[config.mk]
export PLATFORM = sky130hd
export DESIGN_NAME = bitmap_block_allocator
export DESIGN_NICKNAME = d
export VERILOG_FILES = /design/src/rtl/bba_pkg.sv /design/src/rtl/bba_ctrl.sv /design/src/rtl/bba_dpath.sv /design/src/rtl/bitmap_block_allocator.sv
export VERILOG_INCLUDE_DIRS = /design/src /design/src/rtl
export SDC_FILE = /design/constraint.sdc
export NUM_CORES = 1
export LEC_CHECK = 0
export BUFFER_PORTS_ARGS = -buffer_cell sky130_fd_sc_hd__buf_2
export CORE_MARGIN = 1.5
export CORE_UTILIZATION = 32
export CTS_CLUSTER_SIZE = 24
export DETAILED_ROUTE_END_ITERATION = 16
export PLACE_DENSITY = 0.56
export RECOVER_POWER = 25
export SYNTH_ARGS = -nofsm -noshare
export SYNTH_HDL_FRONTEND = slang
export SYNTH_SLANG_ARGS = --single-unit
[constraint.sdc]
create_clock -name i_clk -period 2.7 [get_ports i_clk]
set_clock_uncertainty 0.1 [all_clocks]
set_input_delay 0.405 -clock i_clk [delete_from_list [all_inputs] [get_ports i_clk]]
set_output_delay 0.405 -clock i_clk [all_outputs]
set_load 0.01 [all_outputs]
[src/rtl/bitmap_block_allocator_defines.svh]
// Assertion macros shared by the bitmap allocator RTL.
// Needs a clock named i_clk and an active-low reset named i_rst_n in scope.
`ifndef BITMAP_BLOCK_ALLOCATOR_DEFINES_SVH
`define BITMAP_BLOCK_ALLOCATOR_DEFINES_SVH

// Consequent must hold in the same cycle as the antecedent.
`define BBA_ASSERT_SAME(label, ante, cons, msg) \
    label: assert property (@(posedge i_clk) disable iff (!i_rst_n) (ante) |-> (cons)) \
        else $error(msg);

// Consequent must hold in the cycle after the antecedent.
`define BBA_ASSERT_NEXT(label, ante, cons, msg) \
    label: assert property (@(posedge i_clk) disable iff (!i_rst_n) (ante) |=> (cons)) \
        else $error(msg);

`endif

[src/rtl/bba_pkg.sv]
// Shared types and constants of the bitmap allocator.
// No dependencies; imported by the controller, the datapath and the top level.
`default_nettype none

package bba_pkg;

    localparam logic       CMD_ALLOC   = 1'b0;
    localparam logic       CMD_FREE    = 1'b1;

    localparam logic [1:0] STATUS_OK   = 2'd0;
    localparam logic [1:0] STATUS_FULL = 2'd1;
    localparam logic [1:0] STATUS_OOR  = 2'd2;

    localparam logic [7:0] BYTE_FULL   = 8'hFF;
    localparam int         GRANT_W     = 7;

    typedef enum logic [2:0] {
        S_CLEAR,
        S_IDLE,
        S_ALLOC_RD,
        S_ALLOC_SCAN,
        S_FREE_RD,
        S_FREE_WR,
        S_RESULT
    } t_state;

    typedef enum logic [1:0] {
        RES_GRANT,
        RES_OK,
        RES_FULL,
        RES_OOR
    } t_res;

    typedef struct packed {
        logic load_item;
        logic ptr_clear;
        logic ptr_inc;
        logic rd_en;
        logic rd_free;
        logic wr_clear;
        logic wr_alloc;
        logic wr_free;
        logic res_load;
        t_res res;
    } t_dp_cmd;

    typedef struct packed {
        logic last_ptr;
        logic data_last;
        logic found;
        logic oor;
        logic out_free;
    } t_dp_sts;

endpackage

`default_nettype wire

[src/rtl/bba_ctrl.sv]
// Sequencer of the bitmap allocator: clearing pass, scan, read-modify-write.
// Depends on bba_pkg and the assertion macros in bitmap_block_allocator_defines.svh.
`default_nettype none
`include "bitmap_block_allocator_defines.svh"

module bba_ctrl
    import bba_pkg::*;
(
    input  wire logic    i_clk,
    input  wire logic    i_rst_n,
    input  wire logic    i_valid,
    output logic         o_stall,
    input  wire logic    i_command,
    input  wire t_dp_sts i_sts,
    output t_dp_cmd      o_cmd
);

    t_state r_state, n_state;
    t_res   r_res, n_res;

    always_ff @(posedge i_clk) begin
        if (!i_rst_n) begin
            r_state <= S_CLEAR;
        end else begin
            r_state <= n_state;
        end
    end

    always_ff @(posedge i_clk) begin
        r_res <= n_res;
    end

    // Next state
    always_comb begin
        n_state = r_state;
        n_res   = r_res;
        unique case (r_state)
            S_CLEAR: begin
                if (i_sts.last_ptr) begin
                    n_state = S_IDLE;
                end
            end
            S_IDLE: begin
                if (i_valid) begin
                    n_state = (i_command == CMD_FREE) ? S_FREE_RD : S_ALLOC_RD;
                end
            end
            S_ALLOC_RD: begin
                n_state = S_ALLOC_SCAN;
            end
            S_ALLOC_SCAN: begin
                priority if (i_sts.found) begin
                    n_res   = RES_GRANT;
                    n_state = S_RESULT;
                end else if (i_sts.data_last) begin
                    n_res   = RES_FULL;
                    n_state = S_RESULT;
                end else begin
                    n_state = S_ALLOC_SCAN;
                end
            end
            S_FREE_RD: begin
                if (i_sts.oor) begin
                    n_res   = RES_OOR;
                    n_state = S_RESULT;
                end else begin
                    n_state = S_FREE_WR;
                end
            end
            S_FREE_WR: begin
                n_res   = RES_OK;
                n_state = S_RESULT;
            end
            S_RESULT: begin
                if (i_sts.out_free) begin
                    n_state = S_IDLE;
                end
            end
            default: begin
                n_state = S_IDLE;
            end
        endcase
    end

    // Outputs
    always_comb begin
        o_cmd     = '0;
        o_cmd.res = r_res;
        o_stall   = (r_state != S_IDLE);
        unique case (r_state)
            S_CLEAR: begin
                o_cmd.wr_clear = 1'b1;
                if (i_sts.last_ptr) begin
                    o_cmd.ptr_clear = 1'b1;
                end else begin
                    o_cmd.ptr_inc = 1'b1;
                end
            end
            S_IDLE: begin
                if (i_valid) begin
                    o_cmd.load_item = 1'b1;
                    o_cmd.ptr_clear = 1'b1;
                end
            end
            S_ALLOC_RD: begin
                o_cmd.rd_en   = 1'b1;
                o_cmd.ptr_inc = 1'b1;
            end
            S_ALLOC_SCAN: begin
                priority if (i_sts.found) begin
                    o_cmd.wr_alloc = 1'b1;
                end else begin
                    // advance to the next byte unless the last one is exhausted
                    o_cmd.rd_en   = ~i_sts.data_last;
                    o_cmd.ptr_inc = ~i_sts.data_last;
                end
            end
            S_FREE_RD: begin
                if (!i_sts.oor) begin
                    o_cmd.rd_en   = 1'b1;
                    o_cmd.rd_free = 1'b1;
                end
            end
            S_FREE_WR: begin
                o_cmd.wr_free = 1'b1;
            end
            S_RESULT: begin
                o_cmd.res_load = i_sts.out_free;
            end
            default: begin
                o_cmd = '0;
            end
        endcase
    end

    `BBA_ASSERT_SAME(a_res_into_free_slot, o_cmd.res_load, i_sts.out_free,
        "result loaded while output register still held")
    `BBA_ASSERT_SAME(a_one_writer, 1'b1,
        $onehot0({o_cmd.wr_clear, o_cmd.wr_alloc, o_cmd.wr_free}),
        "more than one bitmap write in a cycle")
    `BBA_ASSERT_NEXT(a_alloc_then_result, o_cmd.wr_alloc,
        (r_state == S_RESULT) && (r_res == RES_GRANT),
        "grant write not followed by a grant result")

endmodule

`default_nettype wire

[src/rtl/bba_dpath.sv]
// Datapath of the bitmap allocator: byte-wide bitmap memory, scan pointer,
// first-zero search, item capture and result register. Depends on bba_pkg and the macros.
`default_nettype none
`include "bitmap_block_allocator_defines.svh"

module bba_dpath
    import bba_pkg::*;
#(
    parameter int ENTRIES = 128
) (
    input  wire logic         i_clk,
    input  wire logic         i_rst_n,
    input  wire logic         i_command,
    input  wire logic [7:0]   i_entry_index,
    input  wire logic         i_stall,
    output logic              o_valid,
    output logic [GRANT_W-1:0] o_granted_index,
    output logic [1:0]        o_status,
    input  wire t_dp_cmd      i_cmd,
    output t_dp_sts           o_sts
);

    localparam int MAP_BYTES = (ENTRIES + 7) / 8;
    localparam int ADDR_W    = (MAP_BYTES > 1) ? $clog2(MAP_BYTES) : 1;
    localparam int IDX_W     = ADDR_W + 3;
    localparam logic [ADDR_W-1:0] LAST_BYTE = ADDR_W'(MAP_BYTES - 1);
    // Bits past the last entry in a partial last byte count as taken.
    localparam logic [7:0] PAD_MASK =
        ((ENTRIES % 8) == 0) ? 8'h00 : 8'(8'hFF << (ENTRIES % 8));

    logic [7:0]         r_mem [MAP_BYTES];
    logic [ADDR_W-1:0]  r_ptr, n_ptr;
    logic [7:0]         r_rd_data;
    logic [ADDR_W-1:0]  r_data_addr;
    logic               r_cmd;
    logic [7:0]         r_idx;
    logic [GRANT_W-1:0] r_grant;
    logic               r_out_valid, n_out_valid;
    logic [GRANT_W-1:0] r_out_granted;
    logic [1:0]         r_out_status;

    logic [ADDR_W-1:0]  rd_addr;
    logic [ADDR_W-1:0]  free_byte;
    logic [7:0]         masked;
    logic [2:0]         bit_sel;
    logic               found;
    logic [IDX_W-1:0]   full_idx;
    logic               wr_en;
    logic [ADDR_W-1:0]  wr_addr;
    logic [7:0]         wr_data;
    logic               oor;

    // Scan / clear pointer
    always_comb begin
        priority if (i_cmd.ptr_clear) begin
            n_ptr = '0;
        end else if (i_cmd.ptr_inc) begin
            n_ptr = r_ptr + 1'b1;
        end else begin
            n_ptr = r_ptr;
        end
    end

    always_ff @(posedge i_clk) begin
        if (!i_rst_n) begin
            r_ptr       <= '0;
            r_out_valid <= 1'b0;
        end else begin
            r_ptr       <= n_ptr;
            r_out_valid <= n_out_valid;
        end
    end

    // Item capture
    always_ff @(posedge i_clk) begin
        if (i_cmd.load_item) begin
            r_cmd <= i_command;
            r_idx <= i_entry_index;
        end
    end

    assign free_byte = ADDR_W'(r_idx[7:3]);
    assign oor       = (32'(r_idx) >= 32'(ENTRIES));
    assign rd_addr   = i_cmd.rd_free ? free_byte : r_ptr;

    // Memory read port, data registered
    always_ff @(posedge i_clk) begin
        if (i_cmd.rd_en) begin
            r_rd_data   <= r_mem[rd_addr];
            r_data_addr <= rd_addr;
        end
    end

    // Lowest clear bit of the byte just read
    assign masked = r_rd_data | ((r_data_addr == LAST_BYTE) ? PAD_MASK : 8'h00);
    assign found  = (masked != BYTE_FULL);

    always_comb begin
        bit_sel = 3'd0;
        for (int b = 7; b >= 0; b--) begin
            if (!masked[b]) begin
                bit_sel = 3'(b);
            end
        end
    end

    assign full_idx = {r_data_addr, bit_sel};

    // Memory write port
    always_comb begin
        wr_en   = i_cmd.wr_clear | i_cmd.wr_alloc | i_cmd.wr_free;
        wr_addr = r_data_addr;
        priority if (i_cmd.wr_clear) begin
            wr_addr = r_ptr;
            wr_data = 8'h00;
        end else if (i_cmd.wr_alloc) begin
            wr_data = r_rd_data | (8'h01 << bit_sel);
        end else begin
            wr_data = r_rd_data & ~(8'h01 << r_idx[2:0]);
        end
    end

    always_ff @(posedge i_clk) begin
        if (wr_en) begin
            r_mem[wr_addr] <= wr_data;
        end
    end

    always_ff @(posedge i_clk) begin
        if (i_cmd.wr_alloc) begin
            r_grant <= GRANT_W'(full_idx);
        end
    end

    // Result register
    assign n_out_valid = i_cmd.res_load | (r_out_valid & i_stall);

    always_ff @(posedge i_clk) begin
        if (i_cmd.res_load) begin
            unique case (i_cmd.res)
                RES_GRANT: begin
                    r_out_granted <= r_grant;
                    r_out_status  <= STATUS_OK;
                end
                RES_OK: begin
                    r_out_granted <= '0;
                    r_out_status  <= STATUS_OK;
                end
                RES_FULL: begin
                    r_out_granted <= '0;
                    r_out_status  <= STATUS_FULL;
                end
                RES_OOR: begin
                    r_out_granted <= '0;
                    r_out_status  <= STATUS_OOR;
                end
            endcase
        end
    end

    assign o_valid         = r_out_valid;
    assign o_granted_index = r_out_granted;
    assign o_status        = r_out_status;

    assign o_sts.last_ptr  = (r_ptr == LAST_BYTE);
    assign o_sts.data_last = (r_data_addr == LAST_BYTE);
    assign o_sts.found     = found;
    assign o_sts.oor       = oor | (r_cmd != CMD_FREE);
    assign o_sts.out_free  = ~r_out_valid | ~i_stall;

    `BBA_ASSERT_SAME(a_read_in_range, i_cmd.rd_en, rd_addr <= LAST_BYTE,
        "bitmap read beyond last byte")
    `BBA_ASSERT_SAME(a_grant_in_range, i_cmd.wr_alloc, 32'(full_idx) < 32'(ENTRIES),
        "granted entry beyond the bitmap")
    `BBA_ASSERT_SAME(a_grant_only_ok, r_out_valid && (r_out_status != STATUS_OK),
        r_out_granted == '0, "non-zero index on a failed result")

endmodule

`default_nettype wire

[src/rtl/bitmap_block_allocator.sv]
// Top level of the bitmap allocator: ties the sequencer to the datapath.
// Depends on bba_pkg, bba_ctrl and bba_dpath.
//
//  channel  direction  handshake          payload
//  item     in         i_valid / o_stall  i_command, i_entry_index
//  result   out        o_valid / i_stall  o_granted_index, o_status
//
// After reset a clearing pass zeroes the bitmap, one byte a cycle, all
//   (ENTRIES+7)/8 bytes (16 at 128 entries), with o_stall high.
// One item at a time: o_stall stays high until the item's result is loaded.
// Allocate: reads the bitmap a byte at a time from byte 0 until one has a clear bit
//   (1 .. (ENTRIES+7)/8 bytes read), sets it, then loads the result; full if none is clear.
// Free: read, modify-write, result; out of range: result only, no bitmap access.
// The result stage holds while the result register is full and i_stall is high.
`default_nettype none

module bitmap_block_allocator
    import bba_pkg::*;
#(
    parameter int ENTRIES = 128
) (
    input  wire logic               i_clk,
    input  wire logic               i_rst_n,
    input  wire logic               i_valid,
    output logic                    o_stall,
    input  wire logic               i_command,
    input  wire logic [7:0]         i_entry_index,
    output logic                    o_valid,
    input  wire logic               i_stall,
    output logic [GRANT_W-1:0]      o_granted_index,
    output logic [1:0]              o_status
);

    t_dp_cmd dp_cmd;
    t_dp_sts dp_sts;

    // Sequencer: decides on each cycle what the datapath does
    bba_ctrl u_ctrl (
        .i_clk     (i_clk),
        .i_rst_n   (i_rst_n),
        .i_valid   (i_valid),
        .o_stall   (o_stall),
        .i_command (i_command),
        .i_sts     (dp_sts),
        .o_cmd     (dp_cmd)
    );

    // Bitmap store, search and result register
    bba_dpath #(
        .ENTRIES (ENTRIES)
    ) u_dpath (
        .i_clk           (i_clk),
        .i_rst_n         (i_rst_n),
        .i_command       (i_command),
        .i_entry_index   (i_entry_index),
        .i_stall         (i_stall),
        .o_valid         (o_valid),
        .o_granted_index (o_granted_index),
        .o_status        (o_status),
        .i_cmd           (dp_cmd),
        .o_sts           (dp_sts)
    );

endmodule

`default_nettype wire
## Word level (Yosys, flattened, before mapping)

Memory sizes are Yosys's and may differ from the RTL's. A register that Yosys moved wholly into a read port is not among the register bits.
Index checks and enable logic that the tools add are counted.

| word-level totals | value |
|---|---|
| input port bits | 13 |
| bits in registers | 39 |
| memories | 1 |
| memory bits (writable) | 128 |
| output and inout bits | 11 |

Memory list:

| name | words | width | read ports | clocked after Yosys merged registers in | write ports | RTL line | text |
|---|---|---|---|---|---|---|---|
| u_dpath.r_mem | 16 | 8 | 1 | 1 | 1 | bba_dpath.sv:31 | `logic [7:0] r_mem [MAP_BYTES];` |

| operators by class | value |
|---|---|
| bitwise gates (word level) | 14 |
| equality and inequality tests | 18 |
| $add $sub $neg | 1 |
| muxes and demuxes | 44 |
| shift-type cells | 2 |
| reductions and logical operators | 9 |
| $lt $le $gt $ge | 1 |

Operators with widths:

| cell | count |
|---|---|
| $mux 3 | 14 |
| $pmux 3 s7 | 1 |
| $mux 2 | 8 |
| $mux 8 | 2 |
| $shl 1x3->8 const A | 2 |
| $pmux 7 s2 | 1 |
| $pmux 2 s3 | 2 |
| $mux 1 | 11 |
| $eq 3x3->1 const B | 3 |
| $and 8x8->8 | 1 |
| $eq 4x4->1 const B | 2 |
| $ge 8x8->1 const B | 1 |
| $mux 4 | 2 |
| $ne 8x8->1 const B | 1 |
| $not 8->8 | 1 |
| $or 8x8->8 | 1 |
| $reduce_or 7->1 | 1 |
| $eq 3x2->1 const B | 2 |
| $ne 3x1->1 const B | 2 |
| $pmux 1 s3 | 2 |
| $reduce_and 3->1 | 2 |
| $not 1->1 | 5 |
| $or 1x1->1 | 5 |
| $add 4x1->4 const B | 1 |
| 12 further kinds | 16 |

## Longest topological paths before layout

| logic depth | value |
|---|---|
| word-level depth | 12 |
| mapped depth | 10 |

## Hierarchy

A second synthesis with hierarchy kept.

| second synthesis, totals | value |
|---|---|
| cells, all modules | 435 |
| area total of the unflattened synthesis | 7,224.4 µm² |

Modules (own cells, without submodules):

| module | instances | sequential area each (µm²) | cells each | area an instance (µm²) |
|---|---|---|---|---|
| bba_dpath | 1 | 5,054.8 | 379 | 6,740.2 |
| bba_ctrl | 1 | 120.1 | 56 | 484.2 |

## Worst setup path before layout

OpenSTA, ideal clock, no wires.

| timing path | value |
|---|---|
| kind | register -> register |
| start point | register u_ctrl.r_state[1] |
| end point | memory u_dpath.r_mem[0][5], data pin |
| path slack | -165 ps |
| arrival | 2,438 ps |
| stages on the path, launching flop included | 7 |
| clock period less this slack | 2,865 ps |
| cell sequence | dfxtp_1 clkbuf_1 clkbuf_1 nand3b_1 nor2_1 nor3_1 nor3_1 |

RTL lines:

| what | RTL line | text |
|---|---|---|
| start, declared | bba_ctrl.sv:18 | `t_state r_state, n_state;` |
| start signal, assigned | bba_ctrl.sv:25 | `r_state <= n_state;` |
| end, declared | bba_dpath.sv:31 |  |

## Worst setup path in the final report

| timing path | value |
|---|---|
| start point | register u_dpath.r_idx[7] |
| end point | register u_dpath.r_rd_data[6] (netlist: u_dpath.masked[6]) (read register of u_dpath.r_mem), data pin |

| on the way | value |
|---|---|
| word-level cells in the longest chain between the ends | 5 |
| elaborated cells between the ends (all ways) | 6 |
| those cells by class | 1 x order compare; 4 x mux; 1 x bitwise |

RTL lines:

| what | RTL line | text |
|---|---|---|
| start, declared | bba_dpath.sv:36 | `logic [7:0] r_idx;` |
| start signal, assigned | bba_dpath.sv:78 | `r_idx <= i_entry_index;` |
| $ge 8x8->1 * | bba_dpath.sv:83 | `assign oor = (32'(r_idx) >= 32'(ENTRIES));` |
| $or 1x1->1 * | bba_dpath.sv:168 | `assign o_sts.oor = oor \| (r_cmd != CMD_FREE);` |
| $mux 2 * | bba_ctrl.sv:119 | `if (!i_sts.oor) begin` |
| $mux 1 | bba_ctrl.sv:90 | `unique case (r_state)` |
| $mux 4 | bba_dpath.sv:84 | `assign rd_addr = i_cmd.rd_free ? free_byte : r_ptr;` |
| end, declared | bba_dpath.sv:33 | `logic [7:0] r_rd_data;` |

Every way passes the cells marked *; elsewhere a longest branch is shown, timed or not.
A chain may end at the register's enable or synchronous reset.

==> results.txt <==
The run finished with clean final reports. The number of hold buffers added after CTS was 0. Primary flip-flop cell chosen by synthesis mapping: sky130_fd_sc_hd__edfxtp_1. The repair_antennas step left the layout with diodes totalling 0. The Yosys step of the flow raised 0 warnings. The initial core utilization is 0.326, and the number of DRC violations after detailed routing is 0. The number of synthesized flops with an enable pin came out at 167.

The routability congestion estimate was 0.902; the via count was 5281. Of all nets on the critical path, the largest fanout is 13. The number of placed instances, taps included, is 953. The clock tree synthesis step divided the H-tree into 4 levels. The fraction of layout cells with a size suffix above 1 is 0.193, and the part of the cycle the worst path needs is 0.973. Setup violations remaining at the end of the flow were counted as 0.

The average via count per standard cell is 5.36, and the power per cell area is 831 mW/mm^2. Async set-reset flop share out of synthesis: 0. In the final routed layout, each cell accounts on average for 20.2 um.

The register clock-pin slew on the reported worst setup and hold paths was 0.07 ns; the sequential area share after synthesis was 0.676. The average instance area after synthesis was 13.2 um^2. The tool flagged a number of max-cap violations equal to 0. Summed over all layers, the routed wires come to 19.9 mm. The final layout contains 668 nets. The floorplan has 56 rows. The initial antenna violation count came out at 0. Nature of the critical path endpoint: a flip-flop. For the worst setup path, the data required time is 2.90 ns. The die is 158 um tall. The logs give 0.00766 mm^2 for the area of the mapped netlist and 0.165 for the aggregate global-route resource usage. The root cell of the clock tree was sky130_fd_sc_hd__clkbuf_16. Derived from the worst setup path, the maximum achievable clock frequency is 381 MHz. The relative max-transition margin came out at 0.440.

The die is 158 um wide. The maximum ir drop on the vdd rail came out at 0.448 mV. The logs give 596 for the net count of the mapped netlist and 0 for the final count of pins violating max slew.

24 I/O pins were placed. At the pin with the least slew margin, the transition time is 0.840 ns. The number of buffers added by the clock tree synthesis step is 17.

The total die area was 0.0249 mm^2. Detailed placement ended at an HPWL of 13.8 mm. The pre-antenna-repair detailed-routing pass consisted of 5 iterations. The worst-case clock buffer depth was 2; the residual antenna-violating net count after detailed routing was 0.

The layout has 2190 filler cells. The run gives 5144 as the number of global-route vias before repair. The first global-routing pass estimated 30.1 mm of wire.

In the final layout, the multi-input gates occupy 0.00234 mm^2. The tools report the total overflow reported by the global router as 0. TritonCTS built the clock tree.

The number of hold-slack violations in the final timing report was 0. Subtracting the final worst setup slack from the clock period gives 2.63 ns. The worst hold path belongs to the class in -> reg.

Data arrives at the worst endpoint at 2.83 ns. Counting distinct cell types in the post-synthesis netlist gives 61. The logs give 582 for the post-synthesis cell count and 986 for the number of standard cells in the layout, taps in and fillers out.

The type of the worst setup path is reg -> reg. Flop and latch count out of synthesis: 175. The design draws 7590 uW.

Relative to the synthesized area, the layout overhead comes to 19.1%. The count of buffers added on input and output ports is 23. The total core area is 0.0235 mm^2, and the largest net degree at the start of global routing is 23. Setup repair after global routing could not meet its margin everywhere. The clock latency of the later-clocked register in the worst-skew pair came out at 0.43 ns. The run gives 175 as the number of sinks handled by clock tree synthesis. Summed over all cells, the static leakage comes to 0.00323 uW.

The violation count after the first detailed-route iteration is 559. The worst setup path is launched from a flip-flop. Combined flip-flop and latch cell area: 0.00518 mm^2.
cell type report:
class | instances | share of cell area
Clock buffer | 17 | 0.0466
Clock inverter | 15 | 0.0206
Inverter | 10 | 0.00411
Multi-Input combinational cell | 368 | 0.256
Sequential cell | 175 | 0.567
Tap cell | 319 | 0.0437
Timing Repair Buffer | 82 | 0.0614
synthesized netlist by cell type (all sizes together) (2+ instances only):
cell type  instances  area [um^2]
a211o              8         70.1
nor3b              4         30.0
inv               10         37.5
a311oi             2         17.5
and4               2         17.5
o31a               2         17.5
or3                8         50.1
nor4               3         18.8
mux2i             39          390
nand4              6         37.5
a21boi             2         15.0
a211oi            16          120
a2111oi            6         52.6
a31oi             15         93.8
o31ai              4         30.0
nand2             52          195
nand2b             6         37.5
o211ai             2         15.0
o22ai             11         75.1
nor2b             13         81.3
clkbuf            17         63.8
o21ai             10         50.0
a21o               2         15.0
dfxtp              8          160
nor2              57          221
a221oi             2         17.5
edfxtp           167         5010
and3               4         25.0
nand3              9         45.0
xnor2              2         17.5
a21oi             41          209
buf               12         88.8
nor3              13         70.1
or4                2         18.8
nand3b             2         15.0
o221ai             7         61.3
through the flow:
stage | util | TNS, ns | setup WS (ns) | cell area (um^2) | hold WS (ns)
2_1_floorplan | - | 0 | 0.0177 | 7660 | 0.350
4_1_cts | 0.388 | 0 | 0.0181 | 9110 | 0.0274
6_report | 0.389 | 0 | 0.0729 | 9130 | 0.0446
3_5_place_dp | 0.361 | 0 | 0.000150 | 8480 | 0.385
3_3_place_gp | 0.361 | 0 | 0.171 | 8480 | 0.376
5_1_grt | 0.389 | -2.01 | -0.0817 | 9130 | 0.0243
cells in the final DEF, fill, tap and decap left out, types with 3 or more instances in the layout:
cell type,Yosys,final
sky130_fd_sc_hd__nand2b_1,6,6
sky130_fd_sc_hd__dfxtp_1,8,7
sky130_fd_sc_hd__a211o_1,8,8
sky130_fd_sc_hd__a2111oi_1,0,3
sky130_fd_sc_hd__nand4_1,6,6
sky130_fd_sc_hd__o221ai_1,7,7
sky130_fd_sc_hd__o22ai_1,10,10
sky130_fd_sc_hd__buf_4,2,54
sky130_fd_sc_hd__a2111oi_0,6,3
sky130_fd_sc_hd__o21ai_0,9,9
sky130_fd_sc_hd__nor3_1,12,9
sky130_fd_sc_hd__nor3b_1,4,4
sky130_fd_sc_hd__edfxtp_1,167,167
sky130_fd_sc_hd__buf_2,5,21
sky130_fd_sc_hd__nor2b_1,13,13
sky130_fd_sc_hd__inv_1,10,10
sky130_fd_sc_hd__clkbuf_16,0,17
sky130_fd_sc_hd__nand3_1,9,9
sky130_fd_sc_hd__a31oi_1,15,13
sky130_fd_sc_hd__or3_1,8,8
sky130_fd_sc_hd__o31ai_1,4,3
sky130_fd_sc_hd__a21oi_1,40,40
sky130_fd_sc_hd__clkbuf_1,17,5
sky130_fd_sc_hd__nor4_1,3,3
sky130_fd_sc_hd__mux2i_1,39,37
sky130_fd_sc_hd__nor3_2,1,4
sky130_fd_sc_hd__a211oi_1,16,16
sky130_fd_sc_hd__nor2_1,56,56
sky130_fd_sc_hd__nand2_1,52,52
sky130_fd_sc_hd__and3_1,4,4
sky130_fd_sc_hd__inv_8,0,6
timing repair:
item | CTS | global route
endpoints found under the setup margin | 2 | 39
gates resized for setup | 1 | 10
setup buffers | 1 | 0
pin swaps | 1 | 0
gates cloned | 0 | 0
worst max-delay path, stage by stage (launching register included):
cell and delay (ns):
sky130_fd_sc_hd__edfxtp_1 0.43, sky130_fd_sc_hd__nand4bb_4 0.34, sky130_fd_sc_hd__nor2_4 0.20, sky130_fd_sc_hd__mux2i_2 0.24, sky130_fd_sc_hd__buf_6 0.22, sky130_fd_sc_hd__mux2i_1 0.12, sky130_fd_sc_hd__a2111oi_0 0.62, sky130_fd_sc_hd__a211o_1 0.22
path summary, 6_finish.rpt:
path | from | endpoint | slack, ns | cells past startpoint
setup / recovery | u_dpath.r_idx[7] | u_dpath.masked[6] | 0.07 | 7
hold / removal | i_entry_index[1] | u_dpath.r_idx[1] | 0.04 | 1
setup reg to reg | u_dpath.r_idx[7] | u_dpath.masked[6] | 0.07 | 7
hold reg to reg | u_dpath.o_valid | u_dpath.o_valid | 0.39 | 2
sequential cells by signal (all words and copies together) (netlist names):
register / count
u_dpath.r_mem: 128
u_dpath.o_granted_index: 7
u_dpath.r_ptr: 4
u_ctrl.r_res: 2
u_ctrl.r_state: 3
u_dpath.o_valid: 1
u_dpath.r_idx: 8
u_dpath.r_data_addr: 4
u_dpath.o_status: 2
u_dpath.r_grant: 7
u_dpath.r_cmd: 1
u_dpath.masked: 8
where the power goes:
part	switching (uW)	total, uW	internal (uW)
Sequential	158	3500	3340
Clock	1190	2530	1340
Combinational	985	1560	571
Total	2330	7590	5260
logic make-up after synthesis:
logic type | count (synthesis) | share of synthesized area
AOI/OAI and AO/OA | 140 | 0.124
and+or+nand+nor | 185 | 0.120
adders and majority gates | 1 | 0.00163
DFF | 175 | 0.676
buffers and inverters | 39 | 0.0248
muxes | 39 | 0.0510
xor gates and xnor gates | 3 | 0.00343
layer usage:
layer / wire [um] / GRT usage / share of wire
met1: 8620 / 0.213 / 0.43
met2: 9300 / 0.265 / 0.47
met3: 1260 / 0.0334 / 0.063
met4: 752 / 0.0782 / 0.038
met5: 0 / 0 / 0
(Power assumes the default switching activity.)
